**src/hdl/b64d_pkg.sv**
```systemverilog
// Shared constants, types and the character classifier of the base64 stream decoder.
package b64d_pkg;

    localparam int LEN_BITS = 10;
    localparam int CAP_W    = 10;
    localparam int SUM_W    = ((LEN_BITS > CAP_W) ? LEN_BITS : CAP_W) + 1;
    localparam int ACC_W    = 24;
    localparam int Q_DEPTH  = 4;
    localparam int Q_PTR_W  = $clog2(Q_DEPTH);
    localparam int Q_CNT_W  = $clog2(Q_DEPTH + 1);
    localparam int APB_AW   = 3;
    localparam int APB_DW   = 32;

    localparam logic [APB_AW-1:0] ADDR_OUT_CAPACITY = 3'd0;
    localparam logic [CAP_W-1:0]  CAP_RESET         = 10'd60;

    localparam logic [7:0] CLASS_SKIP = 8'd255;
    localparam logic [7:0] CLASS_PAD  = 8'd254;

    localparam logic [1:0] PAD_FULL = 2'd3;

    localparam logic KIND_DATA   = 1'b0;
    localparam logic KIND_STATUS = 1'b1;

    typedef enum logic [1:0] {
        ERR_NONE      = 2'd0,
        ERR_MALFORMED = 2'd1,
        ERR_CAPACITY  = 2'd2
    } t_err;

    // One decoded group and/or the end-of-string status, as handed to the back end
    typedef struct packed {
        logic [1:0]          nbytes;
        logic [ACC_W-1:0]    group;
        logic                has_status;
        t_err                status;
        logic [LEN_BITS-1:0] len;
    } t_job;

    typedef struct packed {
        logic full;
        logic empty;
    } t_q_stat;

    // Map a character to its 6-bit symbol value, or to the pad / skip codes
    function automatic logic [7:0] classify(input logic [7:0] ch);
        logic [7:0] v;
        if (ch >= 8'd65 && ch <= 8'd90) begin          // 'A'..'Z'
            v = ch - 8'd65;
        end else if (ch >= 8'd97 && ch <= 8'd122) begin // 'a'..'z'
            v = ch - 8'd71;
        end else if (ch >= 8'd48 && ch <= 8'd57) begin  // '0'..'9'
            v = ch + 8'd4;
        end else if (ch == 8'd43) begin                 // '+'
            v = 8'd62;
        end else if (ch == 8'd47) begin                 // '/'
            v = 8'd63;
        end else if (ch == 8'd61) begin                 // '='
            v = CLASS_PAD;
        end else begin
            v = CLASS_SKIP;
        end
        return v;
    endfunction

endpackage

```
**src/hdl/b64d_if.sv**
```systemverilog
// Stream interfaces for text characters in and decoded results out.
interface b64d_in_if;
    import b64d_pkg::*;
    logic       valid;
    logic       ready;
    logic [7:0] in_char;
    logic       end_of_text;

    modport source (output valid, output in_char, output end_of_text, input ready);
    modport sink   (input valid, input in_char, input end_of_text, output ready);
endinterface

interface b64d_out_if;
    import b64d_pkg::*;
    logic                valid;
    logic                ready;
    logic                kind;
    logic [7:0]          data_byte;
    logic [1:0]          status_code;
    logic [LEN_BITS-1:0] decoded_length;
    logic                run_end;

    modport source (output valid, output kind, output data_byte, output status_code,
                    output decoded_length, output run_end, input ready);
    modport sink   (input valid, input kind, input data_byte, input status_code,
                    input decoded_length, input run_end, output ready);
endinterface

```
**src/hdl/b64d_front.sv**
```systemverilog
// Front end: accepts characters, classifies them and runs the group / pad / error state.
module b64d_front (
    input  logic                         i_clk,
    input  logic                         i_rst_n,
    b64d_in_if.sink                      i_text,
    input  logic [b64d_pkg::CAP_W-1:0]   i_out_capacity,
    input  b64d_pkg::t_q_stat            i_q_stat,
    output logic                         o_push,
    output b64d_pkg::t_job               o_job
);
    import b64d_pkg::*;

    logic [ACC_W-1:0]    r_acc,   n_acc;
    logic [1:0]          r_syms,  n_syms;
    logic [1:0]          r_pad,   n_pad;
    logic [LEN_BITS-1:0] r_bytes, n_bytes;
    t_err                r_err,   n_err;

    logic       accept;
    logic [7:0] cls;
    logic [SUM_W-1:0] need;

    assign i_text.ready = !i_q_stat.full;
    assign accept       = i_text.valid && i_text.ready;
    assign cls          = classify(i_text.in_char);

    always_comb begin
        n_acc   = r_acc;
        n_syms  = r_syms;
        n_pad   = r_pad;
        n_bytes = r_bytes;
        n_err   = r_err;
        need    = '0;
        o_job   = '0;
        o_job.status = ERR_NONE;
        o_push  = 1'b0;
        if (accept) begin
            if (cls != CLASS_SKIP && r_err == ERR_NONE) begin
                if (cls == CLASS_PAD && r_pad <= 2'd1) begin
                    n_err = ERR_MALFORMED;
                end else if (cls != CLASS_PAD && r_pad != PAD_FULL) begin
                    n_err = ERR_MALFORMED;
                end else begin
                    // a pad shifts in as a zero symbol
                    if (cls == CLASS_PAD) begin
                        n_pad = r_pad - 2'd1;
                        n_acc = {r_acc[ACC_W-7:0], 6'd0};
                    end else begin
                        n_acc = {r_acc[ACC_W-7:0], cls[5:0]};
                    end
                    n_syms = r_syms + 2'd1;
                    if (n_syms == 2'd0) begin
                        need = SUM_W'(r_bytes) + SUM_W'(n_pad);
                        if (need > SUM_W'(i_out_capacity)) begin
                            n_err = ERR_CAPACITY;
                        end else begin
                            o_job.nbytes = n_pad;
                            o_job.group  = n_acc;
                            n_bytes      = r_bytes + LEN_BITS'(n_pad);
                            n_acc        = '0;
                        end
                    end
                end
            end
            if (i_text.end_of_text) begin
                if (n_err == ERR_NONE && n_syms != 2'd0) begin
                    n_err = ERR_MALFORMED;
                end
                o_job.has_status = 1'b1;
                o_job.status     = n_err;
                o_job.len        = n_bytes;
                // back to a fresh string
                n_acc   = '0;
                n_syms  = '0;
                n_pad   = PAD_FULL;
                n_bytes = '0;
                n_err   = ERR_NONE;
            end
            o_push = (o_job.nbytes != 2'd0) || o_job.has_status;
        end
    end

    always_ff @(posedge i_clk) begin
        if (!i_rst_n) begin
            r_acc   <= '0;
            r_syms  <= '0;
            r_pad   <= PAD_FULL;
            r_bytes <= '0;
            r_err   <= ERR_NONE;
        end else begin
            r_acc   <= n_acc;
            r_syms  <= n_syms;
            r_pad   <= n_pad;
            r_bytes <= n_bytes;
            r_err   <= n_err;
        end
    end

endmodule

```
**src/hdl/b64d_queue.sv**
```systemverilog
// Short job queue between the front end and the result serializer.
module b64d_queue (
    input  logic              i_clk,
    input  logic              i_rst_n,
    input  logic              i_push,
    input  b64d_pkg::t_job    i_job,
    input  logic              i_pop,
    output b64d_pkg::t_job    o_head,
    output b64d_pkg::t_q_stat o_stat
);
    import b64d_pkg::*;

    t_job               r_slot [Q_DEPTH];
    logic [Q_PTR_W-1:0] r_wr, r_rd;
    logic [Q_CNT_W-1:0] r_cnt;
    logic               do_push, do_pop;

    assign o_stat.full  = (r_cnt == Q_CNT_W'(Q_DEPTH));
    assign o_stat.empty = (r_cnt == '0);
    assign do_push      = i_push && !o_stat.full;
    assign do_pop       = i_pop && !o_stat.empty;
    assign o_head       = r_slot[r_rd];

    always_ff @(posedge i_clk) begin
        if (do_push) begin
            r_slot[r_wr] <= i_job;
        end
    end

    always_ff @(posedge i_clk) begin
        if (!i_rst_n) begin
            r_wr  <= '0;
            r_rd  <= '0;
            r_cnt <= '0;
        end else begin
            if (do_push) begin
                r_wr <= r_wr + 1'b1;
            end
            if (do_pop) begin
                r_rd <= r_rd + 1'b1;
            end
            case ({do_push, do_pop})
                2'b10:   r_cnt <= r_cnt + 1'b1;
                2'b01:   r_cnt <= r_cnt - 1'b1;
                default: r_cnt <= r_cnt;
            endcase
        end
    end

endmodule

```
**src/hdl/b64d_back.sv**
```systemverilog
// Back end: splits each queued job into result beats behind an output register.
module b64d_back (
    input  logic              i_clk,
    input  logic              i_rst_n,
    input  b64d_pkg::t_job    i_head,
    input  b64d_pkg::t_q_stat i_q_stat,
    output logic              o_pop,
    b64d_out_if.source        o_result
);
    import b64d_pkg::*;

    logic [1:0]          r_beat, n_beat;
    logic                r_valid;
    logic                r_kind;
    logic [7:0]          r_data;
    logic [1:0]          r_status;
    logic [LEN_BITS-1:0] r_len;
    logic                r_last;

    logic       load, take, is_status, last_beat;
    logic [7:0] sel_byte;

    assign load      = !r_valid || o_result.ready;
    assign take      = load && !i_q_stat.empty;
    assign is_status = (r_beat == i_head.nbytes);
    assign last_beat = i_head.has_status ? is_status : (r_beat == i_head.nbytes - 2'd1);
    assign o_pop     = take && last_beat;
    assign n_beat    = o_pop ? 2'd0 : r_beat + 2'd1;

    always_comb begin
        case (r_beat)
            2'd0:    sel_byte = i_head.group[23:16];
            2'd1:    sel_byte = i_head.group[15:8];
            2'd2:    sel_byte = i_head.group[7:0];
            default: sel_byte = '0;
        endcase
    end

    always_ff @(posedge i_clk) begin
        if (!i_rst_n) begin
            r_valid <= 1'b0;
            r_beat  <= '0;
        end else begin
            if (load) begin
                r_valid <= !i_q_stat.empty;
            end
            if (take) begin
                r_beat <= n_beat;
            end
        end
    end

    // hold the payload while the sink stalls
    always_ff @(posedge i_clk) begin
        if (take) begin
            r_last <= last_beat;
            if (is_status) begin
                r_kind   <= KIND_STATUS;
                r_data   <= '0;
                r_status <= i_head.status;
                r_len    <= i_head.len;
            end else begin
                r_kind   <= KIND_DATA;
                r_data   <= sel_byte;
                r_status <= ERR_NONE;
                r_len    <= '0;
            end
        end
    end

    assign o_result.valid          = r_valid;
    assign o_result.kind           = r_kind;
    assign o_result.data_byte      = r_data;
    assign o_result.status_code    = r_status;
    assign o_result.decoded_length = r_len;
    assign o_result.run_end        = r_last;

endmodule

```
**src/hdl/base64_stream_decoder_top.sv**
```systemverilog
// Top level of the base64 stream decoder: configuration port and front/queue/back wiring.
//
// Takes one base64 text character per beat and may accept a new one every cycle while
// the output queue has room. Each accepted character is decoded in the cycle it is taken;
// a completed group of four symbols, and the status of a flagged final character, enter
// a four-entry job queue, and the result side drains it at one result beat per cycle
// while the sink is ready, through a registered output. A character gives up to four
// results (three bytes and the status), so the input stalls whenever four jobs wait in
// the queue.
// out_capacity is written through the APB port at byte address 0 and
// must be written only while the decoder holds no pending string.
module base64_stream_decoder_top (
    input  logic                          i_clk,
    input  logic                          i_rst_n,
    input  logic                          psel,
    input  logic                          penable,
    input  logic                          pwrite,
    input  logic [b64d_pkg::APB_AW-1:0]   paddr,
    input  logic [b64d_pkg::APB_DW-1:0]   pwdata,
    output logic [b64d_pkg::APB_DW-1:0]   prdata,
    output logic                          pready,
    b64d_in_if.sink                       i_text,
    b64d_out_if.source                    o_result
);
    import b64d_pkg::*;

    logic [CAP_W-1:0] r_out_capacity;
    logic             push, pop;
    t_job             job, head;
    t_q_stat          q_stat;

    assign pready = 1'b1;
    assign prdata = (paddr == ADDR_OUT_CAPACITY) ? APB_DW'(r_out_capacity) : '0;

    always_ff @(posedge i_clk) begin
        if (!i_rst_n) begin
            r_out_capacity <= CAP_RESET;
        end else if (psel && penable && pwrite && pready && paddr == ADDR_OUT_CAPACITY) begin
            r_out_capacity <= pwdata[CAP_W-1:0];
        end
    end

    b64d_front u_front (
        .i_clk          (i_clk),
        .i_rst_n        (i_rst_n),
        .i_text         (i_text),
        .i_out_capacity (r_out_capacity),
        .i_q_stat       (q_stat),
        .o_push         (push),
        .o_job          (job)
    );

    b64d_queue u_queue (
        .i_clk   (i_clk),
        .i_rst_n (i_rst_n),
        .i_push  (push),
        .i_job   (job),
        .i_pop   (pop),
        .o_head  (head),
        .o_stat  (q_stat)
    );

    b64d_back u_back (
        .i_clk    (i_clk),
        .i_rst_n  (i_rst_n),
        .i_head   (head),
        .i_q_stat (q_stat),
        .o_pop    (pop),
        .o_result (o_result)
    );

endmodule

```
**src/flat_wrapper.sv**
```systemverilog
// flat-port wrapper written by rule: the top's interface ports become plain ports
module base64_stream_decoder_top_flat import b64d_pkg::*;
  (i_clk, i_rst_n, psel, penable, pwrite, paddr, pwdata, prdata, pready, i_text_valid, i_text_in_char, i_text_end_of_text, i_text_ready, o_result_valid, o_result_kind, o_result_data_byte, o_result_status_code, o_result_decoded_length, o_result_run_end, o_result_ready);
  b64d_in_if i_text_i ();
  b64d_out_if o_result_i ();
  input  logic i_clk;
  input  logic i_rst_n;
  input  logic psel;
  input  logic penable;
  input  logic pwrite;
  input  logic [b64d_pkg::APB_AW-1:0] paddr;
  input  logic [b64d_pkg::APB_DW-1:0] pwdata;
  output logic [b64d_pkg::APB_DW-1:0] prdata;
  output logic pready;
  input wire logic [$bits(i_text_i.valid)-1:0] i_text_valid;
  input wire logic [$bits(i_text_i.in_char)-1:0] i_text_in_char;
  input wire logic [$bits(i_text_i.end_of_text)-1:0] i_text_end_of_text;
  output wire logic [$bits(i_text_i.ready)-1:0] i_text_ready;
  output wire logic [$bits(o_result_i.valid)-1:0] o_result_valid;
  output wire logic [$bits(o_result_i.kind)-1:0] o_result_kind;
  output wire logic [$bits(o_result_i.data_byte)-1:0] o_result_data_byte;
  output wire logic [$bits(o_result_i.status_code)-1:0] o_result_status_code;
  output wire logic [$bits(o_result_i.decoded_length)-1:0] o_result_decoded_length;
  output wire logic [$bits(o_result_i.run_end)-1:0] o_result_run_end;
  input wire logic [$bits(o_result_i.ready)-1:0] o_result_ready;
  assign i_text_i.valid = i_text_valid;
  assign i_text_i.in_char = i_text_in_char;
  assign i_text_i.end_of_text = i_text_end_of_text;
  assign i_text_ready = i_text_i.ready;
  assign o_result_valid = o_result_i.valid;
  assign o_result_kind = o_result_i.kind;
  assign o_result_data_byte = o_result_i.data_byte;
  assign o_result_status_code = o_result_i.status_code;
  assign o_result_decoded_length = o_result_i.decoded_length;
  assign o_result_run_end = o_result_i.run_end;
  assign o_result_i.ready = o_result_ready;
  base64_stream_decoder_top u_core (.i_clk(i_clk), .i_rst_n(i_rst_n), .psel(psel), .penable(penable), .pwrite(pwrite), .paddr(paddr), .pwdata(pwdata), .prdata(prdata), .pready(pready), .i_text(i_text_i), .o_result(o_result_i));
endmodule
```
**config.mk**
```make
export PLATFORM = sky130hd
export DESIGN_NAME = base64_stream_decoder_top_flat
export DESIGN_NICKNAME = d
export VERILOG_FILES = /design/src/hdl/b64d_pkg.sv /design/src/hdl/b64d_if.sv /design/src/hdl/b64d_front.sv /design/src/hdl/b64d_queue.sv /design/src/hdl/b64d_back.sv /design/src/hdl/base64_stream_decoder_top.sv /design/src/flat_wrapper.sv
export SDC_FILE = /design/constraint.sdc
export NUM_CORES = 1
export LEC_CHECK = 0
export ABC_AREA = 1
export ABC_CLOCK_PERIOD_IN_PS = 5620
export BUFFER_PORTS_ARGS = -buffer_cell sky130_fd_sc_hd__buf_2
export CAP_MARGIN = 5
export CORE_ASPECT_RATIO = 1.1
export CORE_MARGIN = 4
export CORE_UTILIZATION = 40
export DETAILED_ROUTE_END_ITERATION = 16
export PLACE_DENSITY = 0.63
export SLEW_MARGIN = 20
export SYNTH_ARGS = -nofsm -noshare
export SYNTH_HDL_FRONTEND = slang
export SYNTH_SLANG_ARGS = --single-unit
```
**constraint.sdc**
```tcl
create_clock -name i_clk -period 5.62 [get_ports i_clk]
set_input_delay 0.562 -clock i_clk [delete_from_list [all_inputs] [get_ports i_clk]]
set_output_delay 0.562 -clock i_clk [all_outputs]
set_load 0.05 [all_outputs]
```
Word level (Yosys, flattened, before mapping) --
Memory sizes are Yosys's and may differ from the RTL's. A register that Yosys moved wholly into a read port is not among the register bits. Index checks and enable logic that the tools add are counted.
Operators by class: $add $sub $neg 13, reductions and logical operators 31, equality and inequality tests 16, mux-type cells 61, $lt $le $gt $ge 8
Operators with widths (count):
- two-way mux 26 bit | 6
- two-way mux 18 bit | 6
- two-way mux 10 bit | 7
- two-way mux 2 bit | 25
- two-way mux 8 bit | 5
- two-way mux 39 bit | 1
- two-way mux 13 bit | 2
- equality test 8 x 6 -> 1 bit, second input constant | 3
- one-hot mux 8 bit (3 select lines) | 1
- >= comparator 8 x 7 -> 1 bit, second input constant | 2
- less-or-equal comparator 8 x 7 -> 1 bit, second input constant | 2
- inequality test 8 bit, second input constant | 2
- subtractor 8 x 7 -> 8 bit, second input constant | 2
- logical AND 1 bit | 15
- adder 10 x 2 -> 11 bit | 1
- greater-than comparator 11 x 10 -> 1 bit | 1
- adder 10 x 2 -> 10 bit | 1
- adder 2 x 1 -> 2 bit, second input constant | 4
- adder 8 x 3 -> 8 bit, second input constant | 1
- equality test 8 bit, second input constant | 1
- >= comparator 8 x 6 -> 1 bit, second input constant | 1
- less-or-equal comparator 8 x 6 -> 1 bit, second input constant | 1
- logical NOT 2 bit | 4
- nonzero test 2 bit | 4
- 16 further kinds | 31
Word-level totals: memories 1, logic and storage cells 146, RAM bits 156, input bits 51, bits in registers 76
Memory list:
- u_core.u_queue.r_slot | words 4, width 39, read ports 1, clocked after memory_dff 1, wr ports 1, RTL line b64d_queue.sv:13 | t_job r_slot [Q_DEPTH];

Longest topological paths before layout --
Gate-level depths: netlist of the first run.
depth after elaboration 31, gate-level depth with buffers 40, mapped depth without buffers 40

Modules after synthesis --
From an unflattened synthesis of the first run, not the netlist that was laid out.
Unflattened totals: cell total of the unflattened synthesis 1221, area total of the unflattened synthesis 11523.6 µm²
By module, submodules not included:
- b64d_queue | instances 1, area an instance 6273.5 µm², cells each 448
- b64d_front | instances 1, area an instance 3220.6 µm², cells each 540
- b64d_back | instances 1, area an instance 1320.0 µm², cells each 124
- base64_stream_decoder_top | instances 1, area an instance 709.4 µm², cells each 109

Worst setup path after synthesis of the first run --
OpenSTA, ideal clock, no wires.
path kind input to register, start input i_text_in_char[0], end memory u_core.u_queue.r_slot[0][0] (netlist bit) (enable), setup time 0.394 ns, data arrival time 5.379 ns, path slack -0.152 ns, stages 29, buffers on the path 0, cell sequence inv_2 > ha_1 > nand4_1 > nand3_2 > inv_2 > nand2_1 > nand3_2 > nor2_4 > nand4_4 > xor2_1 > ha_1 > inv_1 > fa_1 > nor2_1 > nand2_1 > nor2_1 > nand3_1 > nor2_1 > xnor2_1 > inv_1 > ha_1 > nand2_1 > o21ai_0 > nand4_1 > nor2_1 > nand4_1 > nand3_2 > nand2_1 > inv_1
On the way: longest elaborated chain between the ends 27, elaborated cells on any way between the ends 46, classes of those cells add/sub: 4; order compare: 7; eq/ne: 6; mux: 20; reduce/logical: 9
Ends and longest elaborated chain:
- start, declared | RTL line flat_wrapper.sv:16 | input wire logic [$bits(i_text_i.in_char)-1:0] i_text_in_char;
- equality test 8 x 6 -> 1 bit | RTL line b64d_pkg.sv:58 | end else if (ch == 8'd61) begin
- two-way mux 1 bit | RTL line b64d_pkg.sv:58
- two-way mux 8 bit | RTL line b64d_pkg.sv:56 | end else if (ch == 8'd47) begin
- two-way mux 8 bit | RTL line b64d_pkg.sv:54 | end else if (ch == 8'd43) begin
- two-way mux 8 bit | RTL line b64d_pkg.sv:52 | end else if (ch >= 8'd48 && ch <= 8'd57) begin
- two-way mux 8 bit | RTL line b64d_pkg.sv:50 | end else if (ch >= 8'd97 && ch <= 8'd122) begin
- two-way mux 8 bit (*) | RTL line b64d_pkg.sv:48 | if (ch >= 8'd65 && ch <= 8'd90) begin
- equality test 8 bit | RTL line b64d_front.sv:39, b64d_front.sv:45
- [11 not listed]
- two-way mux 26 bit (*) | RTL line b64d_front.sv:38 | if (cls != CLASS_SKIP && r_err == ERR_NONE) begin
- two-way mux 26 bit (*) | RTL line b64d_front.sv:37 | if (accept) begin
- nonzero test 2 bit (*) | RTL line b64d_front.sv:79 | o_push = (o_job.nbytes != 2'd0) || o_job.has_status;
- logical OR 1 bit (*) | RTL line b64d_front.sv:79
- two-way mux 1 bit (*) | RTL line b64d_front.sv:37
- logical AND 1 bit (*) | RTL line b64d_queue.sv:20 | assign do_push = i_push && !o_stat.full;
- two-way mux 1 bit (*) | RTL line b64d_queue.sv:25 | if (do_push) begin
- two-way mux 1 bit (implied by the code) (*) | RTL line b64d_queue.sv:26 | r_slot[r_wr] <= i_job;
- end, declared | RTL line b64d_queue.sv:13
Every way passes the cells marked *; elsewhere a longest branch is shown, timed or not. The select of a mux whose other input is x is not followed.

Final worst setup path of the first run --
start input i_text_in_char[1], end register u_core.u_queue.r_cnt[2]
On the way: longest elaborated chain between the ends 27, elaborated cells on any way between the ends 48, classes of those cells add/sub: 4; order compare: 7; eq/ne: 8; mux: 19; reduce/logical: 10
Ends and longest elaborated chain:
- equality test 8 x 6 -> 1 bit | RTL line b64d_pkg.sv:58
- two-way mux 1 bit | RTL line b64d_pkg.sv:58
- two-way mux 8 bit | RTL line b64d_pkg.sv:56
- two-way mux 8 bit | RTL line b64d_pkg.sv:54
- two-way mux 8 bit | RTL line b64d_pkg.sv:52
- two-way mux 8 bit | RTL line b64d_pkg.sv:50
- two-way mux 8 bit (*) | RTL line b64d_pkg.sv:48
- equality test 8 bit | RTL line b64d_front.sv:39, b64d_front.sv:45
- [11 not listed]
- two-way mux 26 bit (*) | RTL line b64d_front.sv:38
- two-way mux 26 bit (*) | RTL line b64d_front.sv:37
- nonzero test 2 bit (*) | RTL line b64d_front.sv:79
- logical OR 1 bit (*) | RTL line b64d_front.sv:79
- two-way mux 1 bit (*) | RTL line b64d_front.sv:37
- logical AND 1 bit (*) | RTL line b64d_queue.sv:20
- equality test 2 x 1 -> 1 bit / equality test 2 bit (equally long branches) | RTL line b64d_queue.sv:42 | case ({do_push, do_pop})
- one-hot mux 3 bit (2 select lines) / nonzero test 2 bit (equally long branches)
- end signal, assigned | RTL line b64d_queue.sv:43 | 2'b10: r_cnt <= r_cnt + 1'b1;
- end signal, assigned | RTL line b64d_queue.sv:44 | 2'b01: r_cnt <= r_cnt - 1'b1;
- end signal, assigned | RTL line b64d_queue.sv:45 | default: r_cnt <= r_cnt;
- end, declared | RTL line b64d_queue.sv:15 | logic [Q_CNT_W-1:0] r_cnt;
Marked as above. A chain may end at the register's enable or synchronous reset.

==> results of run 1 <==
## how the worst max path moves through the flow
stage,end,start,cells after the start
2_1_floorplan,u_core.u_queue.r_cnt[1],i_text_in_char[0],34
3_3_place_gp,u_core.u_queue.r_cnt[2],i_text_in_char[0],38
3_5_place_dp,u_core.u_queue.r_cnt[2],i_text_in_char[0],38
4_1_cts,u_core.u_queue.r_cnt[2],i_text_in_char[0],38
5_1_grt,u_core.u_queue.r_cnt[1],i_text_in_char[0],39
6_report,u_core.u_queue.r_cnt[2],i_text_in_char[1],40
## power breakdown
group | switching, mW | internal [mW] | leakage [nW]
Clock | 0.665 | 1.04 | 0.437
Combinational | 0.903 | 0.342 | 2.71
Sequential | 0.0701 | 2.03 | 2.06
Total | 1.64 | 3.41 | 5.21
## cells by family after synthesis
kind of cell,after synthesis,synth area share (%)
AO/OA/AOI/OAI,247,12.1
XOR/XNOR,15,1.19
adder cells (fa/ha/maj),34,3.99
buffers and inverters,179,7.20
flip-flops,234,58.5
other,2,0.0680
AND/OR/NAND/NOR,419,16.9
## stage by stage
stage | util [%] | TNS, ns
detailed placement | 45.6 | -14.88
floorplan | - | 0
finish | 49.3 | 0
global placement | 45.6 | -8.47
CTS | 48.8 | 0
global route | 49.3 | -0.0553
## metal layers
metal,track usage (%),wire [µm],up-vias
met5,0,0,-
met4,4.48,627,0
met3,1.86,1190,49
met2,28.2,12000,193
met1,20.3,10900,3811
li1,-,-,4077
## area by class of cell
| cell class | instances | share of cell area [%] |
|---|---|---|
| clock buffer | 32 | 5.34 |
| clock inverter | 13 | 1.15 |
| inverter | 109 | 3.18 |
| multi-input combinational | 738 | 29.8 |
| sequential | 234 | 48.3 |
| tap | 357 | 3.34 |
| timing repair buffer | 163 | 8.88 |
## state kept, by name, summed over array words and instances, names as in the netlist, named ones only
register / cells
u_core.r_out_capacity: 10
u_core.u_front.r_bytes: 10
u_core.u_front.r_syms: 2
u_core.u_queue.r_slot: 156
u_core.u_back.o_result.data_byte: 8
u_core.u_queue.r_wr: 2
u_core.u_queue.r_rd: 2
u_core.u_front.r_pad: 2
u_core.u_back.r_beat: 2
u_core.u_back.o_result.decoded_length: 10
u_core.u_back.o_result.valid: 1
u_core.u_back.o_result.run_end: 1
u_core.u_front.r_acc: 18
u_core.u_queue.r_cnt: 3
u_core.u_back.o_result.status_code: 2
u_core.u_front.r_err: 2
u_core.u_back.o_result.kind: 1
## placed cells by master, fill, tap and decap left out, drive strengths merged, types with 3 or more instances in the layout
master	Yosys	routed
nor3	4	4
clkinvlp	0	4
xnor2	3	3
nand2	136	136
nor2	225	225
conb	2	23
xor2	12	12
bufinv	0	3
inv	106	107
clkinv	3	8
buf	36	163
dfxtp	56	56
a221oi	8	8
nand4	14	14
edfxtp	178	178
ha	32	32
nand3	35	35
nand3b	3	3
a21oi	86	86
o21ai	120	120
o22ai	16	16
o211ai	6	6
clkbuf	34	32
## worst reg2reg max path, delay by kind of cell, from the launching register on
kind	cells	cell delay [ns]
AO/OA/AOI/OAI	4	0.37
adder cells (fa/ha/maj)	5	1.44
buffers and inverters	7	0.59
flip-flops	1	0.36
AND/OR/NAND/NOR	13	1.43
XOR/XNOR	1	0.12
## repair_timing
item	CTS	global route
setup endpoints to repair	0	175
gates resized for setup	0	30
setup buffers	0	3
==> summary.md, run 1 <==
| Metric | Value |
|---|---|
| Status | complete, no violations |
| Crit path required time | 6.02 ns |
| Final Power | 5.05 mW |
| Crit-path leading delay family | simple AND/OR/NAND/NOR gates |
| Initial DRT Pass Iterations | 5 |
| Reg-to-Reg End | u_core.u_queue.r_cnt[2] |
| Layout cell share with drive strength beyond 1 | 21.3% |
| Largest net degree at the start of global routing | 51 |
| CTS Buf Count | 25 |
| Leakage Power | 5.21 nW |
| Post-route design area | 13400 µm² |
| Reg2Reg Depth | 30 |
| Crit share post-route | 92.7% |
| VDD IR max | 172 µV |
| Synth top area share | 48.4% |
| Fill cell count | 2507 |
| Nature of the critical path startpoint | input port |
| Clock Path Buffers | 3 |
| 1st-iter DRT viols | 460 |
| CP Class | input port to register |
| Initial antenna violation count | 0 |
| EDFF count, synth | 178 |
| Post-DP HPWL | 16.0 mm |
| Via/cell ratio | 4.94 |
| Worst-Skew Late Latency | 0.51 ns |
| Reg clk slew, reported paths | 0.06 ns |
| Max frequency | 0.192 GHz |
| Synthesized cell area | 11000 µm² |
| Hold Crit Depth | 3 |
| Detail Route Antenna Nets | 0 |
| Library cells used by synthesis | 49 |
| CTS H-tree lvls | 1 |
| Root Buffer | clkbuf_16 |
| Hold WS | 0.267 ns |
| CTS tree | done |
| Hold EP | u_core.r_out_capacity[5] |
| DIE WIDTH | 166 µm |
| Worst hold-check path type | input port to register |
| P per Cell Area | 378 nW/µm² |
| Via Count | 8130 |
| Worst reg2reg path startpoint | u_core.u_front.r_pad[1] |
| Most Frequent Cell on Critical Path | inv_1 |
| Nets@finish | 1356 |
| Global-route wire length before repair | 39.7 mm |
| Avg Inst Size Synth | 9.77 µm² |
| Seq/Total Area, Yosys | 58.5% |
| Min-delay src | pwdata[5] |
| Pre-CTS setup slack | -0.306 ns |
| Yosys warns | 0 |
| Hold_buf cts | 0 |
| Max-Cap Viols | 0 |
| Port-buffer cells | 62 |
| Placed inst area | 12400 µm² |
| Final Max Tran Viols | 0 |
| Starting Density | 40.7% |
| Total wire length | 24.7 mm |
| DRC violations left | 0 |
| P&R area growth vs syn | 21.1% |
| CP arrival | 5.61 ns |
| Die height | 182 µm |
| Top-count cell post-synth | nor2_1 |
| Multi-input gate area | 3980 µm² |
| Slew @ Worst Pin | 0.912 ns |
| Flop and latch count out of synthesis | 234 |
| Wire per inst | 15.0 µm |
| Ys async rst share | 0% |
| Crit. End Element | register |
| Placed instance count | 1597 |
| Max Fanout on Critical Path | 5 |
| Clock Skew | 0.00794 ns |
| Vias in the first global route | 7929 |
| I/O Pins | 108 |
| Synth area leaders | edfxtp_1, dfxtp_1, nor2_1, o21ai_0, nand2_1 |
| Storage cell area | 6470 µm² |
| Post-synth top cells | nor2_1, edfxtp_1, nand2_1 |
| Yosys top cell by area | edfxtp_1 |
| Final min period | 5.21 ns |
| Reg-to-reg slack, setup | 1.21 ns |
| Die footprint | 30300 µm² |
| Clock Sinks | 234 |
| Top_reg_cell synth | edfxtp_1 |
| Final setup viols | 0 |
| Buffer and inverter count on the worst path | 10 |
| Slowest stage delay, CP | 0.40 ns |
| Placeable Area | 27100 µm² |
| Final GP Congestion | 0.837 |
| Antenna cells | 0 |
| Row count | 63 |
| Final Non-Filler Cells | 1646 |
| GRT Residual Overflow | 0 |
| Slowest cell on the critical path | fa_1 |
| Final Hold Fails | 0 |
| Worst slew margin | 38.8% |
| GRT Total Usage | 15.8% |
| Post-synthesis instance total | 1130 |
| Worst Slack Setup Final | 0.410 ns |
Note: power is estimated with default switching activity, not from simulation.
==> inputs of run 2 (changes only) <==
- SYNTH_HIERARCHICAL: default -> 1
==> summary.md, run 2 <==
| Metric | Value |
|---|---|
| Status | complete, no violations |
| Final Max Tran Viols | 0 |
| CP Class | input port to register |
| Met2 Use GR | 27.4% |
| I/O Pins | 108 |
| Wire per inst | 14.5 µm |
| Met1 Use GR | 20.3% |
| Yosys warns | 6 |
| 1st-iter DRT viols | 552 |
| Worst-Skew Late Latency | 0.52 ns |
| Clock Skew | 0.0196 ns |
| DIE WIDTH | 170 µm |
| Worst slew margin | 31.9% |
| Die height | 186 µm |
| Global-route wire length before repair | 40.1 mm |
| Total wire length | 24.8 mm |
| Starting Density | 41.0% |
| Pre-CTS setup slack | -0.345 ns |
| Worst hold-check path type | input port to register |
| CTS Buf Count | 25 |
| Reg clk slew, reported paths | 0.06 ns |
| Final GP Congestion | 0.855 |
| Final min period | 5.26 ns |
| Max-Cap Viols | 0 |
| Synthesized cell area | 11500 µm² |
| Crit. End Element | register |
| DRC violations left | 0 |
| GR Util met3 | 2.04% |
| Crit path required time | 5.83 ns |
| Switching Share | 28.5% |
| Yosys top cell by area | edfxtp_1 |
| Post-synth top cells | nor2_1, nand2_1, edfxtp_1 |
| Vias in the first global route | 7918 |
| Clock Sinks | 234 |
| P per Cell Area | 319 nW/µm² |
| Final setup viols | 0 |
| Avg Inst Size Synth | 9.44 µm² |
| Internal power | 3.10 mW |
| Seq/Total Area, Yosys | 56.1% |
| Library cells used by synthesis | 45 |
| Most frequent cells in the layout | nor2_1, nand2_1, edfxtp_1 |
| Slowest stage delay, CP | 0.43 ns |
| GRT Total Usage | 15.6% |
| P&R area growth vs syn | 17.8% |
| CP arrival | 5.47 ns |
| Crit share post-route | 93.5% |
| Buffer and inverter count on the worst path | 9 |
| Sw Pwr | 1.23 mW |
| Die footprint | 31600 µm² |
| Layout cell share with drive strength beyond 1 | 20.4% |
| Hold WS | 0.257 ns |
| Max Fanout on Critical Path | 20 |
| Final Core Density | 48.3% |
| CTS H-tree lvls | 1 |
| Placeable Area | 28100 µm² |
| Top_reg_cell synth | edfxtp_1 |
| GRT Residual Overflow | 0 |
| Initial DRT Pass Iterations | 5 |
| Nature of the critical path startpoint | input port |
| CTS tree | done |
| Initial antenna violation count | 0 |
| Via Count | 8361 |
| Top-count cell post-synth | nor2_1 |
| Slew @ Worst Pin | 1.02 ns |
| Commonest non-fill, non-tap cell in the layout | nor2_1 |
| Synth area leaders | edfxtp_1, dfxtp_1, nor2_1, nand2_1, inv_1 |
| Root Buffer | clkbuf_16 |
| Biggest regs | u_core/u_queue/r_slot: 156 flops, u_core/u_front/r_acc: 18 flops |
| Logic pwr share | 17.4% |
| RSZ-0062 raised after global routing | yes |
| Detail Route Antenna Nets | 0 |
| Synth top area share | 46.4% |
| Register name with the most flops | u_core/u_queue/r_slot |
| Row count | 64 |
| Port-buffer cells | 62 |
| Clock Path Buffers | 3 |
| Largest net degree at the start of global routing | 79 |
| Slowest cell on the critical path | or4_4 |
| Worst Slack Setup Final | 0.364 ns |
| Ys async rst share | 0% |
| VDD IR max | 189 µV |
| Clock power frac | 36.8% |
| Final Hold Fails | 0 |
| Flop and latch count out of synthesis | 234 |
| Crit-path leading delay family | simple AND/OR/NAND/NOR gates |
| Nets@finish | 1417 |
| Post-DP HPWL | 16.3 mm |
| EDFF count, synth | 178 |
| Antenna cells | 0 |
| Via/cell ratio | 4.88 |
| Largest register FFs | 156 |
| GRT busiest layer | met2 |
| Max frequency | 0.190 GHz |
| Fill cell count | 2585 |
| Leakage Power | 5.68 nW |
| Register share of total power | 45.8% |
| Post-synthesis instance total | 1221 |
run 2: logic make-up after synthesis:
family | count (synthesis) | share of synthesized area, %
flip-flops | 234 | 56.1
buffers and inverters | 219 | 8.94
other | 2 | 0.0652
AND/OR/NAND/NOR | 525 | 19.7
adder cells (fa/ha/maj) | 34 | 3.82
XOR/XNOR | 12 | 0.912
AO/OA/AOI/OAI | 195 | 10.4
run 2: final timing paths:
path | start | endpoint | slack, ns | depth (start not counted)
max | i_text_in_char[2] | u_core/u_queue/r_slot[1][25] | 0.36 | 37
min | pwdata[2] | u_core/r_out_capacity[2] | 0.26 | 3
max reg2reg | u_core/u_front/r_pad[1] | u_core/u_queue/r_slot[1][25] | 0.93 | 28
min reg2reg | u_core/u_front/r_bytes[3] | u_core/u_front/r_bytes[3] | 0.47 | 2
run 2: tightest hold or removal path: stages:
cell and delay, ns:
buf_2 0.07, nand2_1 0.04, nand3_1 0.06
run 2: through the flow:
stage               area (µm²)  setup TNS [ns]  std cells  power, mW
global route             13600         -0.0158       1713       4.54
detailed placement       12600          -46.16       1663       2.77
global placement         12600          -33.63       1663       2.76
floorplan                11700          -22.78       1242       2.60
CTS                      13400               0       1708       4.37
finish                   13600               0       1713       4.33
run 2: final cells by class:
| class | instances | area [µm²] | share of cell area [%] |
|---|---|---|---|
| clock inverter | 13 | 131 | 0.967 |
| tap | 363 | 454 | 3.34 |
| clock buffer | 32 | 672 | 4.95 |
| inverter | 148 | 569 | 4.19 |
| timing repair buffer | 134 | 950 | 6.99 |
| multi-input combinational | 789 | 4340 | 31.9 |
| sequential | 234 | 6470 | 47.6 |
run 2: what timing repair did:
item	4_1_cts	5_1_grt
endpoints found under the setup margin	0	158
hold buffers	0	0
gates resized for setup	0	29
setup buffers	0	5
run 2: power by group through the flow:
stage / logic (mW) / registers (mW) / clock network [mW]
3_5_place_dp: 0.751 / 2.02 / 0
5_1_grt: 0.832 / 1.99 / 1.71
3_3_place_gp: 0.744 / 2.02 / 0
4_1_cts: 0.753 / 1.99 / 1.63
6_report: 0.753 / 1.99 / 1.59
2_1_floorplan: 0.465 / 2.14 / 0
run 2: per-layer routing:
metal  share of wire (%)  vias to the layer above
met5                   0                        -
met3                 5.4                       36
met1                  43                     3884
met4                 1.8                        0
met2                  49                      198
li1                    -                     4243
==> inputs of run 3 (changes only) <==
- CAP_MARGIN: 5 -> 10
- CORE_MARGIN: 4 -> 2
==> summary.md, run 3 (synthesis results as in run 2) <==
| Metric | Value |
|---|---|
| Cell count along the critical path | 44 |
| Clock Skew | 0.0112 ns |
| 1st-iter DRT viols | 552 |
| Crit-path leading delay family | simple AND/OR/NAND/NOR gates |
| Post-route design area | 13900 µm² |
| Buffer and inverter count on the worst path | 8 |
| Reg2Reg Depth | 33 |
| Largest register FFs | 156 |
| CTS tree | done |
| Max Fanout on Critical Path | 5 |
| Final Non-Filler Cells | 1728 |
| DRC violations left | 0 |
| Initial antenna violation count | 0 |
| Post-DP HPWL | 16.7 mm |
| Clock power frac | 39.1% |
| Register name with the most flops | u_core/u_queue/r_slot |
| Global-route wire length before repair | 41.0 mm |
| Max frequency | 0.188 GHz |
| Placed inst area | 12700 µm² |
| Nets@finish | 1427 |
| Slew @ Worst Pin | 1.01 ns |
| Worst-Skew Late Latency | 0.51 ns |
| GRT Total Usage | 16.6% |
| VDD IR max | 181 µV |
| Sw Pwr | 1.25 mW |
| Die footprint | 30200 µm² |
| Clock Path Buffers | 3 |
| Logic pwr share | 17.1% |
| Root Buffer | clkbuf_16 |
| Leakage Power | 5.81 nW |
| Reg-to-Reg End | u_core/u_queue/r_cnt[2] |
| Biggest regs | u_core/u_queue/r_slot: 156 flops, u_core/u_front/r_acc: 18 flops |
| Switching Share | 27.7% |
| Hold Crit Depth | 3 |
| Layout cell share with drive strength beyond 1 | 21.5% |
| Hold EP | u_core/r_out_capacity[2] |
| Initial DRT Pass Iterations | 5 |
| P&R area growth vs syn | 20.3% |
| Nature of the critical path startpoint | input port |
| Port-buffer cells | 62 |
| Setup TNS | 0 ns |
| Placed instance count | 1676 |
| Crit. End Element | register |
| Antenna cells | 0 |
| CTS H-tree lvls | 1 |
| Status | complete, no violations |
| DIE WIDTH | 166 µm |
| Slowest stage delay, CP | 0.43 ns |
| Final Max Tran Viols | 0 |
| Crit path required time | 6.07 ns |
| GRT Residual Overflow | 0 |
| Final Hold Fails | 0 |
| CTS Buf Count | 24 |
| I/O Pins | 108 |
| Final min period | 5.31 ns |
| Hold WS | 0.259 ns |
| Placeable Area | 28500 µm² |
| P per Cell Area | 326 nW/µm² |
| Via Count | 8545 |
| Largest net degree at the start of global routing | 79 |
| Clock Sinks | 234 |
| Max-Cap Viols | 0 |
| Vias in the first global route | 8244 |
| Most frequent cells in the layout | nor2_1, nand2_1, edfxtp_1 |
| Final GP Congestion | 0.863 |
| Final setup viols | 0 |
| Min-delay src | pwdata[2] |
| Commonest non-fill, non-tap cell in the layout | nor2_1 |
| Worst slew margin | 32.1% |
| CP arrival | 5.76 ns |
| Worst reg2reg path startpoint | u_core/u_front/r_pad[0] |
| CP Class | input port to register |
| Via/cell ratio | 4.95 |
| Slowest cell on the critical path | or4_1 |
| Internal power | 3.27 mW |
| Row count | 65 |
| Starting Density | 40.4% |
| Reg-to-reg slack, setup | 0.89 ns |
| Die height | 182 µm |
| Hold_buf cts | 0 |
| Wire per inst | 15.0 µm |
| Reg clk slew, reported paths | 0.06 ns |
| Register share of total power | 43.8% |
| Worst hold-check path type | input port to register |
| Total wire length | 25.9 mm |
| Detail Route Antenna Nets | 0 |
| Crit share post-route | 94.6% |
| Final Power | 4.53 mW |
[run 3: how the worst max path moves through the flow]
stage / start / to / slack, ns
2_1_floorplan: i_text_in_char[3] / u_core/u_queue/r_slot[0][0] / -0.16
3_3_place_gp: i_text_in_char[3] / u_core/u_queue/r_cnt[2] / -0.27
3_5_place_dp: i_text_in_char[3] / u_core/u_queue/r_cnt[1] / -0.39
4_1_cts: i_text_in_char[3] / u_core/u_queue/r_cnt[2] / 0.14
5_1_grt: i_text_in_char[2] / u_core/u_queue/r_cnt[2] / -0.06
6_report: i_text_in_char[2] / u_core/u_queue/r_cnt[2] / 0.31
[run 3: worst reg2reg max path: cells and delay by family (launching register included)]
kind / cells / cell delay (ns)
flip-flops: 1 / 0.50
AO/OA/AOI/OAI: 2 / 0.14
buffers and inverters: 7 / 0.52
XOR/XNOR: 1 / 0.21
AND/OR/NAND/NOR: 18 / 2.06
adder cells (fa/ha/maj): 5 / 1.26
[run 3: through the flow]
stage	setup WS, ns	util (%)
floorplan	-0.163	-
global placement	-0.268	44.5
detailed placement	-0.386	44.5
CTS	0.136	47.6
global route	-0.0601	48.6
finish	0.306	48.6
[run 3: area by class of cell]
| type | count | area, µm² |
|---|---|---|
| clock buffers | 28 | 657 |
| clock inverters | 16 | 231 |
| fillers | 2583 | 14700 |
| inverters | 148 | 569 |
| multi-input cells | 789 | 4370 |
| flip-flops and latches | 234 | 6470 |
| well taps | 368 | 460 |
| repair buffers | 145 | 1110 |
[run 3: power groups by stage]
stage          Combinational [mW]  Sequential [mW]  Clock [mW]
2_1_floorplan               0.465             2.14           0
3_3_place_gp                0.750             2.02           0
3_5_place_dp                0.758             2.02           0
4_1_cts                     0.762             1.98        1.79
5_1_grt                     0.844             1.99        1.86
6_report                    0.772             1.98        1.77
[run 3: what timing repair did]
| item | CTS | global route |
|---|---|---|
| gates resized for setup | 0 | 37 |
| setup endpoints to repair | 0 | 159 |
| setup buffers | 0 | 4 |
[run 3: metal layers]
layer  vias to the layer above  GRT usage, %  share of wire (%)
met1                      4019          20.7                 43
met3                        26          2.24                5.3
met2                       239          30.5                 50
met5                         -             0                  0
li1                       4261             -                  -
met4                         0          3.65                1.2
